--- config.mk ---
export PLATFORM = sky130hd
export DESIGN_NAME = timed_force_pulse_generator_top_flat
export DESIGN_NICKNAME = d
export VERILOG_FILES = /design/src/tfpg_pkg.sv /design/src/tfpg_if.sv /design/src/timed_force_pulse_generator_top.sv /design/src/tfpg_isqrt.sv /design/src/tfpg_div.sv /design/src/flat_wrapper.sv
export SDC_FILE = /design/constraint.sdc
export NUM_CORES = 2
export LEC_CHECK = 0
export BUFFER_PORTS_ARGS = -buffer_cell sky130_fd_sc_hd__buf_2
export CAP_MARGIN = 20
export CORE_MARGIN = 8
export CORE_UTILIZATION = 45
export DETAILED_ROUTE_END_ITERATION = 8
export PLACE_DENSITY_LB_ADDON = 0.12
export SYNTH_ARGS = -nofsm -noshare
export SYNTH_HDL_FRONTEND = slang
export SYNTH_HIERARCHICAL = 1
export SYNTH_SLANG_ARGS = --single-unit
export TNS_END_PERCENT = 1
--- constraint.sdc ---
create_clock -name clock -period 19.26 [get_ports clock]
set_clock_uncertainty 0.1 [all_clocks]
set_input_delay 0.963 -clock clock [delete_from_list [all_inputs] [get_ports clock]]
set_output_delay 0.963 -clock clock [all_outputs]
set_load 0.03 [all_outputs]
--- src/tfpg_pkg.sv ---
// tfpg_pkg: widths, codes and handshake structs of the timed force pulse generator
// no dependencies; imported by the interfaces and every module of the block

package tfpg_pkg;

   localparam int FORCE_W    = 16;
   localparam int MAX_W      = 15;
   localparam int TICK_W     = 16;
   localparam int CMD_W      = 2;
   localparam int CSR_IDX_W  = 3;
   localparam int CSR_DATA_W = 16;
   localparam int AXES       = 3;
   localparam int Q_SHIFT    = 8;

   localparam int PROD_W     = 2 * FORCE_W;
   localparam int RAD_W      = PROD_W + 2 * Q_SHIFT;
   localparam int ROOT_W     = RAD_W / 2;
   localparam int SQRT_REM_W = ROOT_W + 2;
   localparam int NUM_W      = PROD_W + Q_SHIFT;
   localparam int DEN_W      = ROOT_W;
   localparam int SQRT_CNT_W = $clog2(ROOT_W);
   localparam int DIV_CNT_W  = $clog2(NUM_W);

   localparam logic [FORCE_W-1:0] MAG_MAX  = {1'b0, {(FORCE_W-1){1'b1}}};
   localparam logic [TICK_W-1:0]  AGE_MAX  = {TICK_W{1'b1}};

   typedef enum logic [CMD_W-1:0] {
      CMD_TICK  = 2'd0,
      CMD_START = 2'd1,
      CMD_ABORT = 2'd2,
      CMD_RAMP  = 2'd3
   } cmd_type;

   typedef enum logic [CSR_IDX_W-1:0] {
      REG_FORCE_X     = 3'd0,
      REG_FORCE_Y     = 3'd1,
      REG_FORCE_Z     = 3'd2,
      REG_MAX_FORCE   = 3'd3,
      REG_PULSE_TICKS = 3'd4
   } csr_idx_type;

   typedef struct packed {
      logic             start;
      logic [RAD_W-1:0] radicand;
   } sqrt_req_type;

   typedef struct packed {
      logic              done;
      logic [ROOT_W-1:0] root;
   } sqrt_rsp_type;

   typedef struct packed {
      logic             start;
      logic [NUM_W-1:0] numer;
      logic [DEN_W-1:0] denom;
   } div_req_type;

   typedef struct packed {
      logic             done;
      logic [NUM_W-1:0] quot;
   } div_rsp_type;

endpackage

--- src/tfpg_if.sv ---
// tfpg_if: valid/ready channels of the pulse generator (command, result, register write)
// depends on tfpg_pkg for field widths

interface tfpg_req_if import tfpg_pkg::*; ();
   logic              valid;
   logic              ready;
   logic [CMD_W-1:0]  cmd;
   logic [TICK_W-1:0] ramp_ticks;

   modport source (output valid, cmd, ramp_ticks, input ready);
   modport sink   (input valid, cmd, ramp_ticks, output ready);
endinterface

interface tfpg_rsp_if import tfpg_pkg::*; ();
   logic                      valid;
   logic                      ready;
   logic signed [FORCE_W-1:0] out_x;
   logic signed [FORCE_W-1:0] out_y;
   logic signed [FORCE_W-1:0] out_z;
   logic                      pulse_on;
   logic                      just_ended;

   modport source (output valid, out_x, out_y, out_z, pulse_on, just_ended, input ready);
   modport sink   (input valid, out_x, out_y, out_z, pulse_on, just_ended, output ready);
endinterface

interface tfpg_csr_if import tfpg_pkg::*; ();
   logic                  valid;
   logic                  ready;
   logic [CSR_IDX_W-1:0]  index;
   logic [CSR_DATA_W-1:0] data;

   modport source (output valid, index, data, input ready);
   modport sink   (input valid, index, data, output ready);
endinterface

--- src/timed_force_pulse_generator_top.sv ---
// timed_force_pulse_generator_top: command sequencer, pulse state and register file
// depends on tfpg_pkg, tfpg_if, tfpg_isqrt and tfpg_div

// Each command transfer gives exactly one result transfer. Start, abort and ramp-down
// commands, and ticks that find the pulse idle or ending, go straight to the output
// state. A tick that outputs force makes four passes of the 16x16 multiplier for the
// squared magnitude and the squared limit, then, when the magnitude exceeds the limit,
// a 24-step square root and three 40-step divisions, and, while ramping, three more
// 40-step divisions; all divisions run on the one shared divider. Commands are not
// taken while a tick is in work; a finished result waits in the output register while
// the next command is taken. Register writes are always accepted.

module timed_force_pulse_generator_top import tfpg_pkg::*; (
   input logic         clock,
   input logic         reset,
   tfpg_req_if.sink    req_ch,
   tfpg_rsp_if.source  rsp_ch,
   tfpg_csr_if.sink    csr_ch
);

   typedef enum logic [3:0] {
      S_IDLE, S_SQ, S_CMP, S_ROOT_GO, S_ROOT_WAIT,
      S_LIM_MUL, S_LIM_GO, S_LIM_WAIT,
      S_RMP_CHK, S_RMP_MUL, S_RMP_GO, S_RMP_WAIT,
      S_FIN, S_OUT
   } state_type;

   // register file
   logic [FORCE_W-1:0] force_x_ff, force_y_ff, force_z_ff;
   logic [MAX_W-1:0]   max_ff;
   logic [TICK_W-1:0]  pulse_ticks_ff;

   // sequencer and pulse state
   state_type          state_ff, state_in;
   logic               active_ff, active_in;
   logic               ramping_ff, ramping_in;
   logic [TICK_W-1:0]  pulse_age_ff, pulse_age_in;
   logic [TICK_W-1:0]  ramp_age_ff, ramp_age_in;
   logic [TICK_W-1:0]  ramp_len_ff, ramp_len_in;
   logic               end_ff, end_in;
   logic [1:0]         k_ff, k_in;
   logic [PROD_W-1:0]  acc_ff, acc_in;
   logic [PROD_W-1:0]  prod_ff, prod_in;
   logic [FORCE_W-1:0] mag_ff [AXES];
   logic [FORCE_W-1:0] mag_in [AXES];
   logic               neg_ff [AXES];
   logic               neg_in [AXES];

   // result register
   logic               rsp_valid_ff, rsp_valid_in;
   logic [FORCE_W-1:0] rsp_x_ff, rsp_x_in;
   logic [FORCE_W-1:0] rsp_y_ff, rsp_y_in;
   logic [FORCE_W-1:0] rsp_z_ff, rsp_z_in;
   logic               rsp_on_ff, rsp_on_in;
   logic               rsp_end_ff, rsp_end_in;

   logic [FORCE_W-1:0] force_vec [AXES];
   logic [FORCE_W-1:0] mul_a, mul_b;
   logic [PROD_W-1:0]  mul_p;
   logic [TICK_W-1:0]  ramp_rem;
   logic               end_cond;
   cmd_type            cmd;
   sqrt_req_type       sqrt_req;
   sqrt_rsp_type       sqrt_rsp;
   div_req_type        div_req;
   div_rsp_type        div_rsp;

   tfpg_isqrt u_isqrt (
      .clock (clock),
      .reset (reset),
      .req   (sqrt_req),
      .rsp   (sqrt_rsp)
   );

   tfpg_div u_div (
      .clock (clock),
      .reset (reset),
      .req   (div_req),
      .rsp   (div_rsp)
   );

   // register writes
   assign csr_ch.ready = 1'b1;

   always_ff @(posedge clock) begin
      if (reset) begin
         force_x_ff     <= '0;
         force_y_ff     <= '0;
         force_z_ff     <= '0;
         max_ff         <= '0;
         pulse_ticks_ff <= '0;
      end else if (csr_ch.valid) begin
         unique case (csr_ch.index)
            REG_FORCE_X:     force_x_ff     <= csr_ch.data;
            REG_FORCE_Y:     force_y_ff     <= csr_ch.data;
            REG_FORCE_Z:     force_z_ff     <= csr_ch.data;
            REG_MAX_FORCE:   max_ff         <= csr_ch.data[MAX_W-1:0];
            REG_PULSE_TICKS: pulse_ticks_ff <= csr_ch.data;
            default: ;
         endcase
      end
   end

   assign force_vec[0] = force_x_ff;
   assign force_vec[1] = force_y_ff;
   assign force_vec[2] = force_z_ff;

   assign cmd      = cmd_type'(req_ch.cmd);
   assign ramp_rem = ramp_len_ff - ramp_age_ff;
   assign end_cond = (pulse_age_ff >= pulse_ticks_ff) ||
                     (ramping_ff && (ramp_age_ff >= ramp_len_ff));
   assign mul_p    = {{FORCE_W{1'b0}}, mul_a} * {{FORCE_W{1'b0}}, mul_b};

   assign req_ch.ready = (state_ff == S_IDLE);

   always_comb begin
      state_in     = state_ff;
      active_in    = active_ff;
      ramping_in   = ramping_ff;
      pulse_age_in = pulse_age_ff;
      ramp_age_in  = ramp_age_ff;
      ramp_len_in  = ramp_len_ff;
      end_in       = end_ff;
      k_in         = k_ff;
      acc_in       = acc_ff;
      prod_in      = prod_ff;
      mag_in       = mag_ff;
      neg_in       = neg_ff;
      rsp_valid_in = rsp_valid_ff;
      rsp_x_in     = rsp_x_ff;
      rsp_y_in     = rsp_y_ff;
      rsp_z_in     = rsp_z_ff;
      rsp_on_in    = rsp_on_ff;
      rsp_end_in   = rsp_end_ff;
      mul_a        = '0;
      mul_b        = '0;
      sqrt_req     = '0;
      div_req      = '0;

      if (rsp_valid_ff && rsp_ch.ready) begin
         rsp_valid_in = 1'b0;
      end

      unique case (state_ff)
         S_IDLE: begin
            if (req_ch.valid) begin
               end_in   = 1'b0;
               k_in     = '0;
               acc_in   = '0;
               state_in = S_OUT;
               for (int i = 0; i < AXES; i++) begin
                  mag_in[i] = '0;
                  neg_in[i] = 1'b0;
               end
               unique case (cmd)
                  CMD_START: begin
                     active_in    = 1'b1;
                     ramping_in   = 1'b0;
                     pulse_age_in = '0;
                  end
                  CMD_ABORT: begin
                     active_in  = 1'b0;
                     ramping_in = 1'b0;
                  end
                  CMD_RAMP: begin
                     if (active_ff && !ramping_ff) begin
                        ramping_in  = 1'b1;
                        ramp_age_in = '0;
                        ramp_len_in = req_ch.ramp_ticks;
                     end
                  end
                  CMD_TICK: begin
                     if (active_ff && end_cond) begin
                        active_in  = 1'b0;
                        ramping_in = 1'b0;
                        end_in     = 1'b1;
                     end else if (active_ff) begin
                        for (int i = 0; i < AXES; i++) begin
                           neg_in[i] = force_vec[i][FORCE_W-1];
                           mag_in[i] = force_vec[i][FORCE_W-1] ?
                                       (~force_vec[i] + 1'b1) : force_vec[i];
                        end
                        state_in = S_SQ;
                     end
                  end
                  default: ;
               endcase
            end
         end
         // squares of the three magnitudes, then the squared limit
         S_SQ: begin
            case (k_ff)
               2'd0: begin mul_a = mag_ff[0]; mul_b = mag_ff[0]; end
               2'd1: begin mul_a = mag_ff[1]; mul_b = mag_ff[1]; end
               2'd2: begin mul_a = mag_ff[2]; mul_b = mag_ff[2]; end
               default: begin mul_a = {1'b0, max_ff}; mul_b = {1'b0, max_ff}; end
            endcase
            prod_in = mul_p;
            if (k_ff != 2'd0) begin
               acc_in = acc_ff + prod_ff;
            end
            if (k_ff == 2'd3) begin
               state_in = S_CMP;
            end else begin
               k_in = k_ff + 2'd1;
            end
         end
         S_CMP: begin
            k_in     = '0;
            state_in = (acc_ff > prod_ff) ? S_ROOT_GO : S_RMP_CHK;
         end
         S_ROOT_GO: begin
            sqrt_req.start    = 1'b1;
            sqrt_req.radicand = {acc_ff, {(2 * Q_SHIFT){1'b0}}};
            state_in          = S_ROOT_WAIT;
         end
         S_ROOT_WAIT: begin
            if (sqrt_rsp.done) begin
               state_in = S_LIM_MUL;
            end
         end
         S_LIM_MUL: begin
            mul_a    = mag_ff[k_ff];
            mul_b    = {1'b0, max_ff};
            prod_in  = mul_p;
            state_in = S_LIM_GO;
         end
         S_LIM_GO: begin
            div_req.start = 1'b1;
            div_req.numer = {prod_ff, {Q_SHIFT{1'b0}}} + NUM_W'(sqrt_rsp.root >> 1);
            div_req.denom = sqrt_rsp.root;
            state_in      = S_LIM_WAIT;
         end
         S_LIM_WAIT: begin
            if (div_rsp.done) begin
               mag_in[k_ff] = (div_rsp.quot > NUM_W'(max_ff)) ?
                              {1'b0, max_ff} : div_rsp.quot[FORCE_W-1:0];
               if (k_ff == 2'd2) begin
                  k_in     = '0;
                  state_in = S_RMP_CHK;
               end else begin
                  k_in     = k_ff + 2'd1;
                  state_in = S_LIM_MUL;
               end
            end
         end
         S_RMP_CHK: begin
            k_in     = '0;
            state_in = ramping_ff ? S_RMP_MUL : S_FIN;
         end
         S_RMP_MUL: begin
            mul_a    = mag_ff[k_ff];
            mul_b    = ramp_rem;
            prod_in  = mul_p;
            state_in = S_RMP_GO;
         end
         S_RMP_GO: begin
            div_req.start = 1'b1;
            div_req.numer = NUM_W'(prod_ff) + NUM_W'(ramp_len_ff >> 1);
            div_req.denom = DEN_W'(ramp_len_ff);
            state_in      = S_RMP_WAIT;
         end
         S_RMP_WAIT: begin
            if (div_rsp.done) begin
               mag_in[k_ff] = div_rsp.quot[FORCE_W-1:0];
               if (k_ff == 2'd2) begin
                  k_in     = '0;
                  state_in = S_FIN;
               end else begin
                  k_in     = k_ff + 2'd1;
                  state_in = S_RMP_MUL;
               end
            end
         end
         S_FIN: begin
            for (int i = 0; i < AXES; i++) begin
               if (mag_ff[i] > MAG_MAX) begin
                  mag_in[i] = MAG_MAX;
               end
            end
            if (pulse_age_ff != AGE_MAX) begin
               pulse_age_in = pulse_age_ff + 1'b1;
            end
            if (ramping_ff && (ramp_age_ff != AGE_MAX)) begin
               ramp_age_in = ramp_age_ff + 1'b1;
            end
            state_in = S_OUT;
         end
         S_OUT: begin
            if (!rsp_valid_ff || rsp_ch.ready) begin
               rsp_valid_in = 1'b1;
               rsp_x_in     = neg_ff[0] ? (~mag_ff[0] + 1'b1) : mag_ff[0];
               rsp_y_in     = neg_ff[1] ? (~mag_ff[1] + 1'b1) : mag_ff[1];
               rsp_z_in     = neg_ff[2] ? (~mag_ff[2] + 1'b1) : mag_ff[2];
               rsp_on_in    = active_ff;
               rsp_end_in   = end_ff;
               state_in     = S_IDLE;
            end
         end
         default: state_in = S_IDLE;
      endcase
   end

   always_ff @(posedge clock) begin
      if (reset) begin
         state_ff     <= S_IDLE;
         active_ff    <= 1'b0;
         ramping_ff   <= 1'b0;
         pulse_age_ff <= '0;
         ramp_age_ff  <= '0;
         ramp_len_ff  <= '0;
         rsp_valid_ff <= 1'b0;
      end else begin
         state_ff     <= state_in;
         active_ff    <= active_in;
         ramping_ff   <= ramping_in;
         pulse_age_ff <= pulse_age_in;
         ramp_age_ff  <= ramp_age_in;
         ramp_len_ff  <= ramp_len_in;
         rsp_valid_ff <= rsp_valid_in;
      end
      end_ff     <= end_in;
      k_ff       <= k_in;
      acc_ff     <= acc_in;
      prod_ff    <= prod_in;
      mag_ff     <= mag_in;
      neg_ff     <= neg_in;
      rsp_x_ff   <= rsp_x_in;
      rsp_y_ff   <= rsp_y_in;
      rsp_z_ff   <= rsp_z_in;
      rsp_on_ff  <= rsp_on_in;
      rsp_end_ff <= rsp_end_in;
   end

   assign rsp_ch.valid      = rsp_valid_ff;
   assign rsp_ch.out_x      = rsp_x_ff;
   assign rsp_ch.out_y      = rsp_y_ff;
   assign rsp_ch.out_z      = rsp_z_ff;
   assign rsp_ch.pulse_on   = rsp_on_ff;
   assign rsp_ch.just_ended = rsp_end_ff;

`ifndef ASSERT_OFF
   a_ramp_needs_pulse: assert property (@(posedge clock) disable iff (reset)
      ramping_ff |-> active_ff)
      else $error("ramp flag set without an active pulse");

   a_end_gives_zero: assert property (@(posedge clock) disable iff (reset)
      (rsp_valid_ff && rsp_end_ff) |->
         (!rsp_on_ff && rsp_x_ff == '0 && rsp_y_ff == '0 && rsp_z_ff == '0))
      else $error("pulse end transfer carries force or an active flag");

   a_fin_only_running: assert property (@(posedge clock) disable iff (reset)
      (state_ff == S_FIN) |-> (active_ff && !end_ff))
      else $error("force computed for a pulse that is not running");

   a_root_over_limit: assert property (@(posedge clock) disable iff (reset)
      (state_ff == S_ROOT_GO) |=> (state_ff == S_ROOT_WAIT && !sqrt_rsp.done))
      else $error("square root start not taken");
`endif

endmodule

--- src/tfpg_isqrt.sv ---
// tfpg_isqrt: bit-pair integer square root, one result bit per cycle
// depends on tfpg_pkg for widths and the sqrt request/response structs

module tfpg_isqrt import tfpg_pkg::*; (
   input  logic         clock,
   input  logic         reset,
   input  sqrt_req_type req,
   output sqrt_rsp_type rsp
);

   logic [RAD_W-1:0]      rad_ff, rad_in;
   logic [SQRT_REM_W-1:0] rem_ff, rem_in;
   logic [ROOT_W-1:0]     root_ff, root_in;
   logic [SQRT_CNT_W-1:0] cnt_ff, cnt_in;
   logic                  busy_ff, busy_in;
   logic                  done_ff, done_in;
   logic [SQRT_REM_W-1:0] rem_sh;
   logic [SQRT_REM_W-1:0] trial;

   assign rem_sh = {rem_ff[SQRT_REM_W-3:0], rad_ff[RAD_W-1:RAD_W-2]};
   assign trial  = {root_ff, 2'b01};

   always_comb begin
      rad_in  = rad_ff;
      rem_in  = rem_ff;
      root_in = root_ff;
      cnt_in  = cnt_ff;
      busy_in = busy_ff;
      done_in = done_ff;
      if (req.start) begin
         rad_in  = req.radicand;
         rem_in  = '0;
         root_in = '0;
         cnt_in  = SQRT_CNT_W'(ROOT_W - 1);
         busy_in = 1'b1;
         done_in = 1'b0;
      end else if (busy_ff) begin
         rad_in = {rad_ff[RAD_W-3:0], 2'b00};
         if (rem_sh >= trial) begin
            rem_in  = rem_sh - trial;
            root_in = {root_ff[ROOT_W-2:0], 1'b1};
         end else begin
            rem_in  = rem_sh;
            root_in = {root_ff[ROOT_W-2:0], 1'b0};
         end
         if (cnt_ff == '0) begin
            busy_in = 1'b0;
            done_in = 1'b1;
         end else begin
            cnt_in = cnt_ff - 1'b1;
         end
      end
   end

   always_ff @(posedge clock) begin
      if (reset) begin
         busy_ff <= 1'b0;
         done_ff <= 1'b0;
      end else begin
         busy_ff <= busy_in;
         done_ff <= done_in;
      end
      rad_ff  <= rad_in;
      rem_ff  <= rem_in;
      root_ff <= root_in;
      cnt_ff  <= cnt_in;
   end

   assign rsp.done = done_ff;
   assign rsp.root = root_ff;

endmodule

--- src/tfpg_div.sv ---
// tfpg_div: restoring divider shared by the magnitude limit and the ramp scaling
// one quotient bit per cycle; depends on tfpg_pkg for widths and the divider structs

module tfpg_div import tfpg_pkg::*; (
   input  logic        clock,
   input  logic        reset,
   input  div_req_type req,
   output div_rsp_type rsp
);

   logic [NUM_W-1:0]     quo_ff, quo_in;
   logic [DEN_W-1:0]     rem_ff, rem_in;
   logic [DEN_W-1:0]     den_ff, den_in;
   logic [DIV_CNT_W-1:0] cnt_ff, cnt_in;
   logic                 busy_ff, busy_in;
   logic                 done_ff, done_in;
   logic [DEN_W:0]       rem_sh;
   logic [DEN_W:0]       rem_sub;

   assign rem_sh  = {rem_ff, quo_ff[NUM_W-1]};
   assign rem_sub = rem_sh - {1'b0, den_ff};

   always_comb begin
      quo_in  = quo_ff;
      rem_in  = rem_ff;
      den_in  = den_ff;
      cnt_in  = cnt_ff;
      busy_in = busy_ff;
      done_in = done_ff;
      if (req.start) begin
         quo_in  = req.numer;
         rem_in  = '0;
         den_in  = req.denom;
         cnt_in  = DIV_CNT_W'(NUM_W - 1);
         busy_in = 1'b1;
         done_in = 1'b0;
      end else if (busy_ff) begin
         if (rem_sh >= {1'b0, den_ff}) begin
            rem_in = rem_sub[DEN_W-1:0];
            quo_in = {quo_ff[NUM_W-2:0], 1'b1};
         end else begin
            rem_in = rem_sh[DEN_W-1:0];
            quo_in = {quo_ff[NUM_W-2:0], 1'b0};
         end
         if (cnt_ff == '0) begin
            busy_in = 1'b0;
            done_in = 1'b1;
         end else begin
            cnt_in = cnt_ff - 1'b1;
         end
      end
   end

   always_ff @(posedge clock) begin
      if (reset) begin
         busy_ff <= 1'b0;
         done_ff <= 1'b0;
      end else begin
         busy_ff <= busy_in;
         done_ff <= done_in;
      end
      quo_ff <= quo_in;
      rem_ff <= rem_in;
      den_ff <= den_in;
      cnt_ff <= cnt_in;
   end

   assign rsp.done = done_ff;
   assign rsp.quot = quo_ff;

endmodule
--- src/flat_wrapper.sv ---
// flat-port wrapper written by rule: the top's interface ports become plain ports
module timed_force_pulse_generator_top_flat import tfpg_pkg::*;
  (clock, reset, req_ch_valid, req_ch_cmd, req_ch_ramp_ticks, req_ch_ready, rsp_ch_valid, rsp_ch_out_x, rsp_ch_out_y, rsp_ch_out_z, rsp_ch_pulse_on, rsp_ch_just_ended, rsp_ch_ready, csr_ch_valid, csr_ch_index, csr_ch_data, csr_ch_ready);
  tfpg_req_if req_ch_i ();
  tfpg_rsp_if rsp_ch_i ();
  tfpg_csr_if csr_ch_i ();
  input logic clock;
  input logic reset;
  input wire logic [$bits(req_ch_i.valid)-1:0] req_ch_valid;
  input wire logic [$bits(req_ch_i.cmd)-1:0] req_ch_cmd;
  input wire logic [$bits(req_ch_i.ramp_ticks)-1:0] req_ch_ramp_ticks;
  output wire logic [$bits(req_ch_i.ready)-1:0] req_ch_ready;
  output wire logic [$bits(rsp_ch_i.valid)-1:0] rsp_ch_valid;
  output wire logic [$bits(rsp_ch_i.out_x)-1:0] rsp_ch_out_x;
  output wire logic [$bits(rsp_ch_i.out_y)-1:0] rsp_ch_out_y;
  output wire logic [$bits(rsp_ch_i.out_z)-1:0] rsp_ch_out_z;
  output wire logic [$bits(rsp_ch_i.pulse_on)-1:0] rsp_ch_pulse_on;
  output wire logic [$bits(rsp_ch_i.just_ended)-1:0] rsp_ch_just_ended;
  input wire logic [$bits(rsp_ch_i.ready)-1:0] rsp_ch_ready;
  input wire logic [$bits(csr_ch_i.valid)-1:0] csr_ch_valid;
  input wire logic [$bits(csr_ch_i.index)-1:0] csr_ch_index;
  input wire logic [$bits(csr_ch_i.data)-1:0] csr_ch_data;
  output wire logic [$bits(csr_ch_i.ready)-1:0] csr_ch_ready;
  assign req_ch_i.valid = req_ch_valid;
  assign req_ch_i.cmd = req_ch_cmd;
  assign req_ch_i.ramp_ticks = req_ch_ramp_ticks;
  assign req_ch_ready = req_ch_i.ready;
  assign rsp_ch_valid = rsp_ch_i.valid;
  assign rsp_ch_out_x = rsp_ch_i.out_x;
  assign rsp_ch_out_y = rsp_ch_i.out_y;
  assign rsp_ch_out_z = rsp_ch_i.out_z;
  assign rsp_ch_pulse_on = rsp_ch_i.pulse_on;
  assign rsp_ch_just_ended = rsp_ch_i.just_ended;
  assign rsp_ch_i.ready = rsp_ch_ready;
  assign csr_ch_i.valid = csr_ch_valid;
  assign csr_ch_i.index = csr_ch_index;
  assign csr_ch_i.data = csr_ch_data;
  assign csr_ch_ready = csr_ch_i.ready;
  timed_force_pulse_generator_top u_core (.clock(clock), .reset(reset), .req_ch(req_ch_i), .rsp_ch(rsp_ch_i), .csr_ch(csr_ch_i));
endmodule
==> impl_metrics.env <==
export IMPL_start_kind="flop"
export IMPL_nNetsFinal=5123
export IMPL_final_cell_mix="nand2_1 (587), inv_1 (431), nor2_1 (386)"
export IMPL_ir_drop_mv=0.07107
export IMPL_endpoint_kind="flop"
export IMPL_drv_slew=0
export IMPL_critPathMostFrequentCell="fa_1"
export IMPL_stdcell_area_sq_um=44220
export IMPL_ant_nets=0
export IMPL_power_density_nw_per_um2=122.2
export IMPL_period_minus_slack_ns=9.841
export IMPL_grt_overflow=0
export IMPL_cts_setup_buffers=0
export IMPL_p_total_uw=5402
export IMPL_max_slew_margin_rel_pct=13.55
export IMPL_track_usage_pct=25.37
export IMPL_status="finished, final reports clean"
export IMPL_p_leak_uw=0.01824
export IMPL_ys_warn_count=6
export IMPL_grt_pass1_wl_microns=197000
export IMPL_synth_edf_count=280
export IMPL_ctsHoldBuffers=0
export IMPL_rows=110
export IMPL_fmax_mhz=101.6
export IMPL_dr_pass1_iters=7
export IMPL_avgSynthCellArea_sq_um=8.915
export IMPL_worst_pin_slew_ns=1.297
export IMPL_cts_sinks=501
export IMPL_grt_pass1_vias=32310
export IMPL_io_pins=95
export IMPL_synth_seq_cells=501
export IMPL_hold_path_class="reg -> reg"
export IMPL_critPathKind="reg -> reg"
export IMPL_clk_insertion_delay_late_ns=0.64
export IMPL_synthCells=4577
export IMPL_finalSetupTns_ns=0
export IMPL_cts_tree="done"
export IMPL_final_common_cell="nand2_1"
export IMPL_die_h_microns=317.1
export IMPL_die_w_microns=317.1
export IMPL_synthArstFlopShare_pct=0
export IMPL_synth_top_area_share_pct=20.61
export IMPL_gp_congestion=0.9978
export IMPL_wl_per_cell_microns=22.38
export IMPL_die_area_sq_um=100600
export IMPL_setup_viol=0
export IMPL_ys_top_cells_by_area="edfxtp_1 (21%), dfxtp_1 (11%), fa_1 (9.8%), ha_1 (9.5%), nand2_1 (5.4%)"
export IMPL_final_hold_violation_count=0
export IMPL_cp_data_required_time_ns=19.54
export IMPL_whs_ns=0.3357
export IMPL_synth_top_area_cell="edfxtp_1"
export IMPL_ys_seq_area_share_pct=31.45
export IMPL_syn_cell_area_sq_um=40800
export IMPL_place_hpwl_microns=98620
export IMPL_finalCritPeriodShare_pct=51.09
export IMPL_drcViolationCount=0
export IMPL_cts_root_buf="clkbuf_16"
export IMPL_wl_microns=129800
export IMPL_cp_max_fo=36
export IMPL_grt_setup_unrepaired="false"
export IMPL_core_area_sq_um=90010
export IMPL_area_growth_pct=8.374
export IMPL_htreeDepth=2
export IMPL_grt_max_degree=99
export IMPL_yosysUniqueCellTypes=114
export IMPL_post_cts_resized=0
export IMPL_arrival_ns=10.12
export IMPL_pre_cts_slack_ns=9.476
export IMPL_drive_gt1_share_pct=8.719
export IMPL_numCtsBuffers=59
export IMPL_fin_ws_ns=9.419
export IMPL_path_clk_slew_ns=0.07
export IMPL_placed_area_sq_um=42210
export IMPL_slowest_stage="a221oi_1"
export IMPL_cpPeakStageDelay_ns=1.03
export IMPL_io_buffers=93
export IMPL_synthFlopType="edfxtp_1"
export IMPL_detailedRoute_firstIterationViolations=3796
export IMPL_clk_path_buf_depth=3
export IMPL_max_cap_violations=0
export IMPL_antenna_found_initial=3
export IMPL_vias=33910
export IMPL_vias_per_cell=5.847
export IMPL_initial_core_util_pct=45.33
-- area by class of cell --
| cell class | instances | area [sq um] |
|---|---|---|
| multi-input cells | 3437 | 25460 |
| clock buffers | 84 | 1728 |
| clock inverters | 27 | 240.2 |
| flip-flops and latches | 501 | 12830 |
| well taps | 1176 | 1471 |
| repair buffers | 139 | 848.3 |
| diodes | 2 | 5.005 |
| inverters | 434 | 1629 |
| fillers | 8767 | 45790 |
-- routing by layer --
metal | part of all wire [%] | vias to the layer above | GRT usage (%)
li1 | - | 15970 | -
met1 | 45 | 16470 | 36.02
met2 | 44 | 1295 | 39.17
met3 | 8.8 | 184 | 5.489
met4 | 2.6 | 2 | 6.463
met5 | 0.010 | - | 0
-- worst max-delay path, delay by kind of cell (launching register included) --
| family | cells | cell delay, ns |
|---|---|---|
| xor+xnor | 1 | 0.08 |
| fa+ha+maj | 8 | 3.75 |
| flops | 1 | 1.00 |
| compound gates | 10 | 3.27 |
| simple gates | 4 | 0.70 |
| buf+inv | 6 | 0.68 |
-- flip-flops by register name, summed over array words and instances (netlist names), 24 cells and up --
register and count:
u_core/acc_ff 32, u_core/mag_ff 48, u_core/prod_ff 32, u_core/u_div/den_ff 24, u_core/u_div/quo_ff 40, u_core/u_div/rem_ff 24
u_core/u_isqrt/rad_ff 48, u_core/u_isqrt/rem_ff 24, u_core/u_isqrt/root_ff 24
-- metrics by stage --
step / std cells / utilization (%)
after floorplan: 4592 / -
after global placement: 5684 / 46.88
after detailed placement: 5685 / 46.90
after CTS: 5796 / 49.08
after global routing: 5798 / 49.12
final: 5800 / 49.13
-- logic make-up (layout without fill, tap and decap cells) --
group,count (synthesis),in the layout,share of synthesized area (%)
xor gates and xnor gates,256,256,5.495
DFF,501,501,31.45
AOI/OAI and AO/OA,992,992,16.38
muxes,146,146,3.845
buffers and inverters,654,684,6.409
and+or+nand+nor,1517,1517,17.14
adders and majority gates,509,509,19.27
other,2,19,0.01841
-- Yosys cell counts (46+ instances only) --
master,count
nand2_1,589
inv_1,432
nor2_1,389
a21oi_1,330
ha_1,310
edfxtp_1,280
dfxtp_1,221
xnor2_1,214
fa_1,199
clkbuf_1,163
o21ai_0,144
nor3_1,105
mux2_2,86
a21o_1,84
nand3_1,69
mux2i_1,60
and3_1,54
nand2b_1,54
and2_1,49
o31ai_1,46
-- report_power, final --
group | switching [uW] | internal (uW)
Sequential | 393 | 1450
Combinational | 1510 | 903
Clock | 475 | 665
-- path summary, 6_finish.rpt --
path,from,to,slack (ns),cells past startpoint
worst max-delay path,u_core/k_ff[1],u_core/prod_ff[30],9.42,29
worst min-delay path,u_core/end_ff,u_core/rsp_ch.just_ended,0.34,0
worst max register to register,u_core/k_ff[1],u_core/prod_ff[30],9.42,29
worst min register to register,u_core/end_ff,u_core/rsp_ch.just_ended,0.34,0
(Power assumes the default switching activity.)
